==> src/vmix_ram.sv <==
`timescale 1ns / 1ps
`default_nettype none
// ----------------------------------------------------------------------------
// vmix_ram
// Simple dual-port RAM, one write port, one registered read port.
// ----------------------------------------------------------------------------
module vmix_ram #(
  parameter int unsigned WIDTH = 16,
  parameter int unsigned DEPTH = 256
) (
  input  wire                     clk_i,
  input  wire                     we_i,
  input  wire [$clog2(DEPTH)-1:0] waddr_i,
  input  wire [WIDTH-1:0]         wdata_i,
  input  wire [$clog2(DEPTH)-1:0] raddr_i,
  output logic [WIDTH-1:0]        rdata_o
);

  logic [WIDTH-1:0] mem_q [DEPTH];

  always_ff @(posedge clk_i) begin
    if (we_i) begin
      mem_q[waddr_i] <= wdata_i;
    end
    rdata_o <= mem_q[raddr_i];
  end

endmodule
`default_nettype wire

==> config.mk <==
export PLATFORM = sky130hd
export DESIGN_NAME = vmix_ram
export DESIGN_NICKNAME = d
export VERILOG_FILES = /design/src/vmix_ram.sv
export SDC_FILE = /design/constraint.sdc
export NUM_CORES = 2
export LEC_CHECK = 0
export BUFFER_PORTS_ARGS = -buffer_cell sky130_fd_sc_hd__buf_2
export CELL_PAD_IN_SITES_DETAIL_PLACEMENT = 1
export CELL_PAD_IN_SITES_GLOBAL_PLACEMENT = 2
export CORE_MARGIN = 5
export CORE_UTILIZATION = 55
export DETAILED_ROUTE_END_ITERATION = 12
export HOLD_SLACK_MARGIN = 0.1
export MAX_ROUTING_LAYER = met4
export PLACE_DENSITY = 0.94
export SLEW_MARGIN = 5
export SYNTH_ARGS = -nofsm -noshare
export SYNTH_HDL_FRONTEND = slang
export SYNTH_SLANG_ARGS = --single-unit
==> constraint.sdc <==
create_clock -name clk_i -period 6.2 [get_ports clk_i]
set_input_delay 0.31 -clock clk_i [delete_from_list [all_inputs] [get_ports clk_i]]
set_output_delay 0.31 -clock clk_i [all_outputs]
set_load 0.02 [all_outputs]
* Word level (Yosys, flattened, before mapping)
Memory sizes are Yosys's and may differ from the RTL's. A register that Yosys moved wholly into a read port is not among the register bits. Cells that the tools add are included.
Storage, ports and cells: register bits 0, latch bits 0, bits in writable memories 4096, ROM bits 0, input bits 34, output and inout bits 16, memories kept 1
Cells by class: add/sub/neg operators 0, multipliers 0, divide/modulo/power cells 0, $lt $le $gt $ge 0, equality and inequality tests 0, shifts and indexed selects 0, mux-type cells 2, bitwise logic cells 0, reduce and logical (&&, ||, !) cells 0
Memories:
- mem_q | depth 256, bits a word 16, read ports 1, clocked after memory_dff 1, write ports 1, line 19 | logic [WIDTH-1:0] mem_q [DEPTH];
Operator list (number):
- 1-bit 2-to-1 mux | 2

* Depth between registers and ports, before layout
word-level depth 2, mapped depth 12, depth with buffers taken out 6

* Worst setup path before layout
OpenSTA, ideal clock, no wires.
path type input-to-reg, from in waddr_i[3], to mem mem_q[235][0] (enable), setup time 0.388 ns, arrival time 2.087 ns, required time 5.812 ns, slack 3.725 ns, stages on the path 6, buffers on the path 3, path through clkbuf_1 nor2b_1 clkbuf_1 nand4_1 clkbuf_1 nor2_1
RTL lines:
- from (decl) | line 13 | input wire [$clog2(DEPTH)-1:0] waddr_i,
- to (decl) | line 19
Straight into the memory's write port.

==> impl_metrics.json <==
{
  "synthTopCellsByArea": "edfxtp_1, mux4_2, mux2i_1, o221ai_1, nor2_1",
  "final_net_count": 7805,
  "numPortBuffers": 49,
  "min_period_over_period": 0.697,
  "worstPathMaxFanout": 75,
  "power_uw": 60300,
  "yosysTopAreaCellShare": 0.775,
  "cp_data_required_time_ns": 7.01,
  "switchingPower_uw": 14200,
  "wl_um": 564000,
  "gr-total-overflow": 0,
  "status": "finished with violations",
  "drt_first_iter_violations": 21037,
  "async_flop_share": 0,
  "yosysSeqAreaShare": 0.777,
  "cts-buffers-inserted": 396,
  "combPwrFrac": 0.053,
  "antenna_left": 0,
  "synth_area_sq_mm": 0.159,
  "clock_latency_ns": 1.00,
  "final_common_cell": "edfxtp_1",
  "finalHoldViolCount": 0,
  "drt-vias-per-instance": 7.70,
  "io_pins": 50,
  "htreeDepth": 5,
  "wl_met1_um": 170000,
  "globalRouteTotalUtil": 0.359,
  "synth_cell_types": 52,
  "p_int_uw": 46000,
  "wl_met2_um": 261000,
  "swShare": 0.236,
  "root_buffer": "clkbuf_16",
  "vias": 92296,
  "cts_tree": "done",
  "core_area_sq_mm": 0.288,
  "start_kind": "input port",
  "routed.top_layer": "met4",
  "grt_pass1_vias": 90652,
  "tightest_slew_ns": 1.83,
  "synth_warnings": 0,
  "rows": 197,
  "pwr-share-seq": 0.510,
  "cts_sinks": 4112,
  "cap_violations": 3,
  "finalCriticalPeriod_ns": 4.32,
  "dieArea_sq_mm": 0.299,
  "ys_seq_elements": 4112,
  "power_frac_clock": 0.437,
  "p_per_area_mw_per_mm2": 337,
  "max_freq_mhz": 231,
  "violations": "capacitance limit, slew limit",
  "worstPathArrival_ns": 5.13,
  "synth-edff-count": 4096,
  "die_w_um": 547,
  "gp_congestion": 0.916,
  "area_delta_synth_final_pct": 12.5,
  "dp_hpwl_um": 271000,
  "syn-num-nets": 7394,
  "dr.pass1.iters": 7,
  "initial_core_util": 0.552,
  "rsz0062_at_grt": "no",
  "nFillCells": 22965,
  "drv_slew": 145,
  "final_core_util": 0.621,
  "synth_area_leader_cell": "edfxtp_1",
  "detail_route.wl_per_cell_um": 47.1,
  "totalNegativeSetupSlack_ns": 0,
  "worst_slack_ns": 1.88,
  "clock_skew_ns": 0.0718,
  "grt_max_degree": 193,
  "clockBufferDepth": 4,
  "place_ws_ns": 1.71,
  "worstSetupEndpointType": "register",
  "p_leak_uw": 0.0566,
  "grt_pass1_wl_um": 737000,
  "avgSynthCellArea_sq_um": 21.6,
  "antenna_found_initial": 62,
  "ys.flop_type": "edfxtp_1",
  "wl_met3_um": 85600,
  "drive_above_1_share": 0.242,
  "path_clk_slew_ns": 0.08,
  "layout_common_cells": "edfxtp_1, mux4_2, mux2i_1",
  "slew_headroom": -0.223,
  "die_h_um": 547,
  "drc": 0,
  "setup_viol": 0,
  "min_path_type": "input port to register",
  "syn_inst": 7360,
  "vdd_drop_max_mv": 0.352,
  "worstSetupPathType": "input port to register"
}
-- worst max-delay path, cell delays in order --
cell and delay, ns:
buf_8 0.59, nand2b_4 0.69, buf_4 0.48, o22ai_1 0.26, nor3_1 0.10, o21ai_0 1.09
nand3_1 0.61, nor4_1 0.79
-- synthesized netlist by cell type, types with 6 or more instances --
cell type / number
mux2_2: 88
a31oi_1: 6
a22oi_1: 43
o21ai_0: 37
edfxtp_1: 4096
nor2_1: 304
o32ai_1: 20
o221ai_1: 252
buf_8: 11
mux2i_1: 565
buf_2: 76
mux4_2: 797
a211oi_1: 18
a22o_1: 32
o22ai_1: 148
a2111oi_0: 6
nand3_1: 35
nor2b_1: 9
a221oi_1: 28
buf_1: 27
buf_6: 77
nand4_1: 26
a21oi_1: 175
o31ai_1: 16
and3_1: 11
nand2_1: 38
buf_4: 26
clkbuf_1: 230
nor3_1: 92
dfxtp_1: 16
nor4_1: 17
-- metal layers --
| layer | track usage | up-vias |
|---|---|---|
| met5 | - | - |
| met4 | 0.207 | 0 |
| met3 | 0.105 | 2772 |
| met2 | 0.546 | 11118 |
| met1 | 0.433 | 46222 |
| li1 | - | 32184 |
-- power groups by stage --
| stage | combinational (uW) | sequential, uW | clock, uW |
|---|---|---|---|
| final | 3180 | 30700 | 26400 |
| after global routing | 3150 | 30700 | 27700 |
| after global placement | 2680 | 31300 | 0 |
| after floorplan | 1510 | 31300 | 0 |
| after detailed placement | 2830 | 31300 | 0 |
| after CTS | 2970 | 30700 | 25700 |
-- final timing paths --
check	from	cells after the start	slack (ns)	end
worst max-delay path	raddr_i[1]	8	1.88	rdata_o[10]$_DFF_P_
worst min-delay path	waddr_i[1]	4	0.20	mem_q[199][2]$_DFFE_PP_
worst max register to register	mem_q[50][4]$_DFFE_PP_	5	2.61	rdata_o[4]$_DFF_P_
worst min register to register	mem_q[200][4]$_DFFE_PP_	5	1.21	rdata_o[4]$_DFF_P_
-- cell type report --
class	instances	area, sq um	area share
clock buffers	473	10400	0.0582
inverters	4	27.5	0.000154
well taps	3781	4730	0.0265
repair buffers	465	4070	0.0228
clock inverters	255	2950	0.0165
diodes	110	275	0.00154
multi-input cells	2792	32800	0.184
flip-flops and latches	4112	123000	0.691
-- kinds of logic after synthesis --
logic type	Yosys count	synth area share
buffers and inverters	456	0.0169
and+or+nand+nor	556	0.0157
DFF	4112	0.777
AOI/OAI and AO/OA	786	0.0354
muxes	1450	0.155
-- flip-flops by register name, indices dropped and copies added (netlist names) --
signal,count
rdata_o,16
mem_q,4096
-- metrics by stage --
step / cell area (sq um) / cells / hold slack, ns
CTS: 178000 / 11881 / 0.137
global placement: 165000 / 11137 / 0.769
floorplan: 159000 / 7360 / 0.409
finish: 179000 / 11992 / 0.202
global route: 179000 / 11982 / 0.193
detailed placement: 165000 / 11137 / 0.789
-- repair_timing --
action / CTS / global route
buffers inserted: 0 / 0
hold buffers: 16 / 0
endpoints found under the hold margin: 1218 / 0
gates resized for setup: 0 / 0
No activity file was read; power rests on OpenSTA's default activity.
