$ cat src/vmix_pkg.sv
`timescale 1ns / 1ps
`default_nettype none
// ----------------------------------------------------------------------------
// vmix_pkg
// Shared constants and types for the voice mixer.
// ----------------------------------------------------------------------------
package vmix_pkg;

  localparam int unsigned VOICE_COUNT  = 16;
  localparam int unsigned SAMPLE_DEPTH = 65536;

  localparam int unsigned VIDX_W  = (VOICE_COUNT > 1) ? $clog2(VOICE_COUNT) : 1;
  localparam int unsigned SADDR_W = $clog2(SAMPLE_DEPTH);

  localparam int unsigned SAMPLE_W = 16;
  localparam int unsigned GAIN_W   = 16;
  localparam int unsigned POS_W    = 17;
  localparam int unsigned BASE_W   = 16;

  localparam logic [GAIN_W-1:0] UNITY_GAIN = 16'h8000;

  localparam int unsigned IN_DATA_W  = 104;
  localparam int unsigned OUT_DATA_W = 40;

  localparam logic [1:0] ACT_LOAD  = 2'd0;
  localparam logic [1:0] ACT_START = 2'd1;
  localparam logic [1:0] ACT_MIX   = 2'd2;

  localparam logic KIND_ACK   = 1'b0;
  localparam logic KIND_FRAME = 1'b1;

  typedef struct packed {
    logic              looping;
    logic [GAIN_W-1:0] gain_right;
    logic [GAIN_W-1:0] gain_left;
    logic [POS_W-1:0]  length;
    logic [BASE_W-1:0] base;
    logic [POS_W-1:0]  position;
  } voice_t;

  typedef struct packed {
    logic clr;
    logic mul1;
    logic mul2;
    logic acc;
  } mac_ctrl_t;

  function automatic logic [GAIN_W-1:0] clamp_gain(input logic [GAIN_W-1:0] g);
    return (g > UNITY_GAIN) ? UNITY_GAIN : g;
  endfunction

endpackage
`default_nettype wire

$ cat src/vmix_mac.sv
`timescale 1ns / 1ps
`default_nettype none
// ----------------------------------------------------------------------------
// vmix_mac
// One channel: sample times gain times master, scaled, saturating sum.
// ----------------------------------------------------------------------------
module vmix_mac import vmix_pkg::*; (
  input  wire                        clk_i,
  input  wire                        rst_ni,
  input  mac_ctrl_t                  ctrl_i,
  input  wire signed [SAMPLE_W-1:0]  sample_i,
  input  wire [GAIN_W-1:0]           gain_i,
  input  wire [GAIN_W-1:0]           master_i,
  output logic signed [SAMPLE_W-1:0] acc_o
);

  logic signed [32:0] p1_q;
  logic signed [49:0] p2_q;
  logic signed [49:0] biased;
  logic signed [17:0] scaled;
  logic signed [18:0] sum;
  logic signed [SAMPLE_W-1:0] acc_q;

  always_comb begin
    biased = p2_q + (p2_q[49] ? 50'sd1073741823 : 50'sd0);
    scaled = 18'(biased >>> 30);
    sum    = 19'(acc_q) + 19'(scaled);
  end

  always_ff @(posedge clk_i) begin
    if (ctrl_i.mul1) begin
      p1_q <= 33'(sample_i) * $signed({17'd0, gain_i});
    end
    if (ctrl_i.mul2) begin
      p2_q <= 50'(p1_q) * $signed({34'd0, master_i});
    end
  end

  always_ff @(posedge clk_i or negedge rst_ni) begin
    if (!rst_ni) begin
      acc_q <= '0;
    end else if (ctrl_i.clr) begin
      acc_q <= '0;
    end else if (ctrl_i.acc) begin
      if (sum > 19'sd32767) begin
        acc_q <= 16'sh7fff;
      end else if (sum < -19'sd32768) begin
        acc_q <= 16'sh8000;
      end else begin
        acc_q <= 16'(sum);
      end
    end
  end

  assign acc_o = acc_q;

endmodule
`default_nettype wire

$ cat config.mk
export PLATFORM = sky130hd
export DESIGN_NAME = vmix_mac
export DESIGN_NICKNAME = d
export VERILOG_FILES = /design/src/vmix_pkg.sv /design/src/vmix_mac.sv
export SDC_FILE = /design/constraint.sdc
export NUM_CORES = 2
export LEC_CHECK = 0
export ABC_CLOCK_PERIOD_IN_PS = 14500
export BUFFER_PORTS_ARGS = -buffer_cell sky130_fd_sc_hd__buf_4
export CAP_MARGIN = 20
export CORE_MARGIN = 2
export CORE_UTILIZATION = 30
export CTS_CLUSTER_SIZE = 28
export DETAILED_ROUTE_END_ITERATION = 12
export HOLD_SLACK_MARGIN = 0.05
export SLEW_MARGIN = 30
export SYNTH_ARGS = -nofsm -noshare
export SYNTH_HDL_FRONTEND = slang
export SYNTH_SLANG_ARGS = --single-unit
export TNS_END_PERCENT = 20
$ cat constraint.sdc
create_clock -name clk_i -period 14.5 [get_ports clk_i]
set_input_delay 1.45 -clock clk_i [delete_from_list [all_inputs] [get_ports clk_i]]
set_output_delay 1.45 -clock clk_i [all_outputs]
set_load 0.01 [all_outputs]
**After elaboration in Yosys (flattened, before gate mapping)**

Index checks and enable logic that the tools add are counted.
Widths: inputs -> output; s select.

- Bits in registers: 99
- Input port bits: 54
- Output and inout bits: 16
- Word-level logic and storage cells: 15

- $add $sub $neg: 2
- $mul: 2
- $lt $le $gt $ge: 2
- Mux-type cells: 5
- Reduce and logical (&&, ||, !) cells: 1

Operator list:

| cell | count |
|---|---|
| $mux 16 | 4 |
| $mul 33x17->50 | 1 |
| $add 48x31->48 | 1 |
| $mul 16x17->33 | 1 |
| $mux 30 | 1 |
| $add 16x18->19 | 1 |
| $gt 19x16->1 const B | 1 |
| $lt 19x16->1 const B | 1 |
| $reduce_bool 2->1 | 1 |

**Depth between registers and ports, before layout**

- Word-level depth: 8
- Mapped depth: 25

**Worst setup path after synthesis**

No wires, ideal clock.

- Kind: in2reg
- Start point: input port master_i[2]
- End point: register p2_q[39], data pin
- Arrival time: 7.058 ns
- Data required time: 14.240 ns
- Slack: 7.182 ns
- Stages: 22
- Buffers on the path: 1
- Cells stage by stage: clkbuf_1 -> nand2_1 -> fa_1 -> inv_1 -> fa_1 -> inv_1 -> fa_1 -> fa_1 -> fa_1 -> inv_1 -> fa_1 -> ha_1 -> and4_1 -> inv_1 -> or3_1 -> o22a_1 -> a211o_1 -> nand3b_1 -> a21o_1 -> a21oi_1 -> o31a_1 -> xnor2_1

- Word-level cells in the longest chain between the ends: 1

Ends and longest elaborated chain:

| what | line | RTL |
|---|---|---|
| start, declared | vmix_mac.sv:13 | `input wire [GAIN_W-1:0] master_i,` |
| $mul 33x17->50 | vmix_mac.sv:35 | `p2_q <= 50'(p1_q) * $signed({34'd0, master_i});` |
| end signal, assigned | vmix_mac.sv:35 |  |
| end, declared | vmix_mac.sv:18 | `logic signed [49:0] p2_q;` |

Every way passes these cells.
A chain may end at the register's enable or synchronous reset.

**Worst setup path in the final report**

- Start point: input port master_i[2]
- End point: register p2_q[46], data pin

The elaborated chain is that of the path after synthesis.

==> summary.txt <==
Worst R2R End = p2_q[46]$_DFFE_PP_
HPWL Detailed = 60.9 mm
FF-to-FF path depth = 20
Synth area leaders = fa_1 44%, ha_1 11%, inv_1 9.4%, edfxtp_1 7.7%, and2_1 6.3%
number of global-route vias before repair = 24900
clk root buf = clkbuf_16
Antenna Nets Post-Route = 0
1st-pass router iterations = 5
wire per inst = 16.4 um
GRT Resource Usage Total = 15.5%
Vert. Die Dim = 329 um
mean post-synth cell area = 9.26 um^2
initial antenna violation count = 1
yosys warns = 0
CP Class = input pin to register
top_reg_cell synth = edfxtp_1
final hold violation count = 0
DRT iter0 DRCs = 1314
Worst Max-Slew Pin Slew = 923 ps
Worst Path Required = 14630 ps
crit path to = p2_q[46]$_DFFE_PP_
Final min period = 7850 ps
DR vias = 22500
status = complete, no violations
# nets final = 4438
Synth-to-Final Area Change = 6.73%
post-synthesis net count = 4473
largest net degree at the start of global routing = 50
cts repair resizes = 0
Setup Skew = 20.1 ps
clock latency on the worst-skew pair = 400 ps
port bufs = 69
R2R setup slack = 7150 ps
drt via density = 4.69
clock buffer depth = 2
post-synthesis sequential area ratio = 9.01%
Async S/R FF share, synth = 16.3%
first-pass GRT wire length = 133 mm
number of synthesized flops with an enable pin = 82
layout cells sized above 1 = 3.50%
RSZ-0062 raised after global routing = false
top-area cell type share of the netlist area = 44.0%
count leader, synth = inv_1
IO Count = 70
CTS buffer count = 9
Post-CTS Setup Bufs = 0
final worst-path cycle share = 54.1%
Arrival @ worst endpoint = 7990 ps
maxcap violations = 0
Hold Buf Count CTS = 0
post-synthesis instance area = 0.0318 mm^2
filler cell count = 10900
worst-path fanout max = 33
post-layout util = 32.3%
gp weighted congestion = 0.853
Cells after Synth = 3433
Die Width = 329 um
Setup TNS = 0 ps
post-synth cell types = 76
Congestion Overflow GR = 0
DRC violations left = 0
Sink Count = 98
die area = 0.109 mm^2
core outline area = 0.105 mm^2
site row count = 119
clock-pin slew on the worst setup and hold paths = 80 ps
H-tree depth = 3
Hold Crit Class = register to register
critical path launch point = master_i[2]
Slew Limit Fails = 0
final WL = 78.7 mm
CTS tree = built
FMAX = 127 MHz
Slew HR = 38.5%
Commonest cells post-synth = 792 x inv_1, 698 x fa_1, 513 x nand2_1
CP Capture Type = register
top cell type by total area after synthesis = fa_1
reg2reg start = p1_q[14]$_DFFE_PP_
setup violators final = 0
Initial Utilization = 30.2%
crit start category = input pin
#FFs+latches synth = 98
## kinds of logic (layout without fill, tap and decap cells)
family / count (synthesis) / count (layout) / share of synthesized area [%]
xor+xnor: 101 / 101 / 2.78
buf+inv: 916 / 886 / 10.9
flops: 98 / 98 / 9.01
mux: 2 / 2 / 0.0669
other cells: 0 / 1 / 0
fa+ha+maj: 986 / 986 / 55.3
simple gates: 1042 / 1042 / 15.8
compound gates: 288 / 288 / 6.08
## stage by stage
stage / worst slack (ps) / instance area [um^2] / hold slack, ps / cells
after floorplan: 7180 / 31800 / 539 / 3433
after global placement: 6330 / 33600 / 525 / 4778
after detailed placement: 6300 / 33600 / 524 / 4778
after CTS: 6710 / 33900 / 543 / 4794
after global routing: 6370 / 33900 / 572 / 4794
final: 6650 / 33900 / 534 / 4795
## metal layers
metal,track usage (%),up-vias,part of all wire [%]
met5,0,-,0
met4,4.74,0,3.1
met3,1.82,119,4.3
met2,27.4,518,50
met1,19.8,11600,42
li1,-,10200,-
## worst min path at each step
stage	from	slack, ps	end	cells past startpoint
floorplan	acc_o[2]$_DFFE_PN0P_	540	acc_o[2]$_DFFE_PN0P_	2
global placement	acc_o[11]$_DFFE_PN0P_	530	acc_o[11]$_DFFE_PN0P_	2
detailed placement	acc_o[7]$_DFFE_PN0P_	520	acc_o[7]$_DFFE_PN0P_	2
CTS	acc_o[11]$_DFFE_PN0P_	540	acc_o[11]$_DFFE_PN0P_	2
global route	acc_o[12]$_DFFE_PN0P_	570	acc_o[12]$_DFFE_PN0P_	2
finish	acc_o[11]$_DFFE_PN0P_	530	acc_o[11]$_DFFE_PN0P_	2
## layout make-up
type                       count  area, um^2  area share (%)
multi-input combinational   2419       25400            75.0
sequential                    98        2860            8.44
inverter                     792        2970            8.77
clock buffer                  10         229           0.675
timing repair buffer          78         586            1.73
clock inverter                 6        71.3           0.210
tap                         1391        1740            5.13
antenna                        1        2.50         0.00738
## registers in the layout, indices dropped and copies added (netlist names)
register and flops:
acc_o 16, p1_q 33, p2_q 49
## cell usage in the layout (no fill, tap or decap), types with 4 or more instances in the layout
cell type | netlist | final
inv_1 | 792 | 792
fa_1 | 698 | 698
nand2_1 | 513 | 513
and2_1 | 318 | 318
ha_1 | 288 | 288
a21oi_1 | 87 | 87
edfxtp_1 | 82 | 82
nor2_1 | 80 | 80
buf_4 | 0 | 78
xnor2_1 | 74 | 74
a21o_1 | 44 | 44
o21ai_0 | 42 | 42
nand2b_1 | 31 | 31
xor2_1 | 27 | 27
nor3_1 | 21 | 21
o21a_1 | 19 | 19
nand3_1 | 17 | 17
dfrtp_1 | 16 | 16
o21ai_1 | 14 | 14
nand4_1 | 11 | 11
nor2b_1 | 10 | 10
clkbuf_16 | 0 | 9
o211ai_1 | 8 | 8
a31oi_1 | 8 | 8
or2_2 | 7 | 7
or3_1 | 7 | 7
and3_1 | 6 | 6
o31ai_1 | 6 | 6
o21bai_1 | 6 | 6
o2111ai_1 | 5 | 5
a211oi_1 | 5 | 5
and4_1 | 4 | 4
a211o_1 | 4 | 4
## worst max-delay path, cell delays in order
cell and delay, ps:
buf_4 390, nand2_1 160, fa_1 550, inv_1 50, fa_1 520, inv_1 50, fa_1 470, fa_1 530
fa_1 500, inv_1 50, fa_1 430, ha_1 380, and4_1 240, inv_1 60, a211o_1 220, a41oi_1 320
nor2_1 160, o31ai_1 690, o311ai_1 230, a31oi_1 360, o311ai_1 150
Power is not shown: default switching activity piles up to over one toggle a cycle in this logic, so the estimate is an artifact.
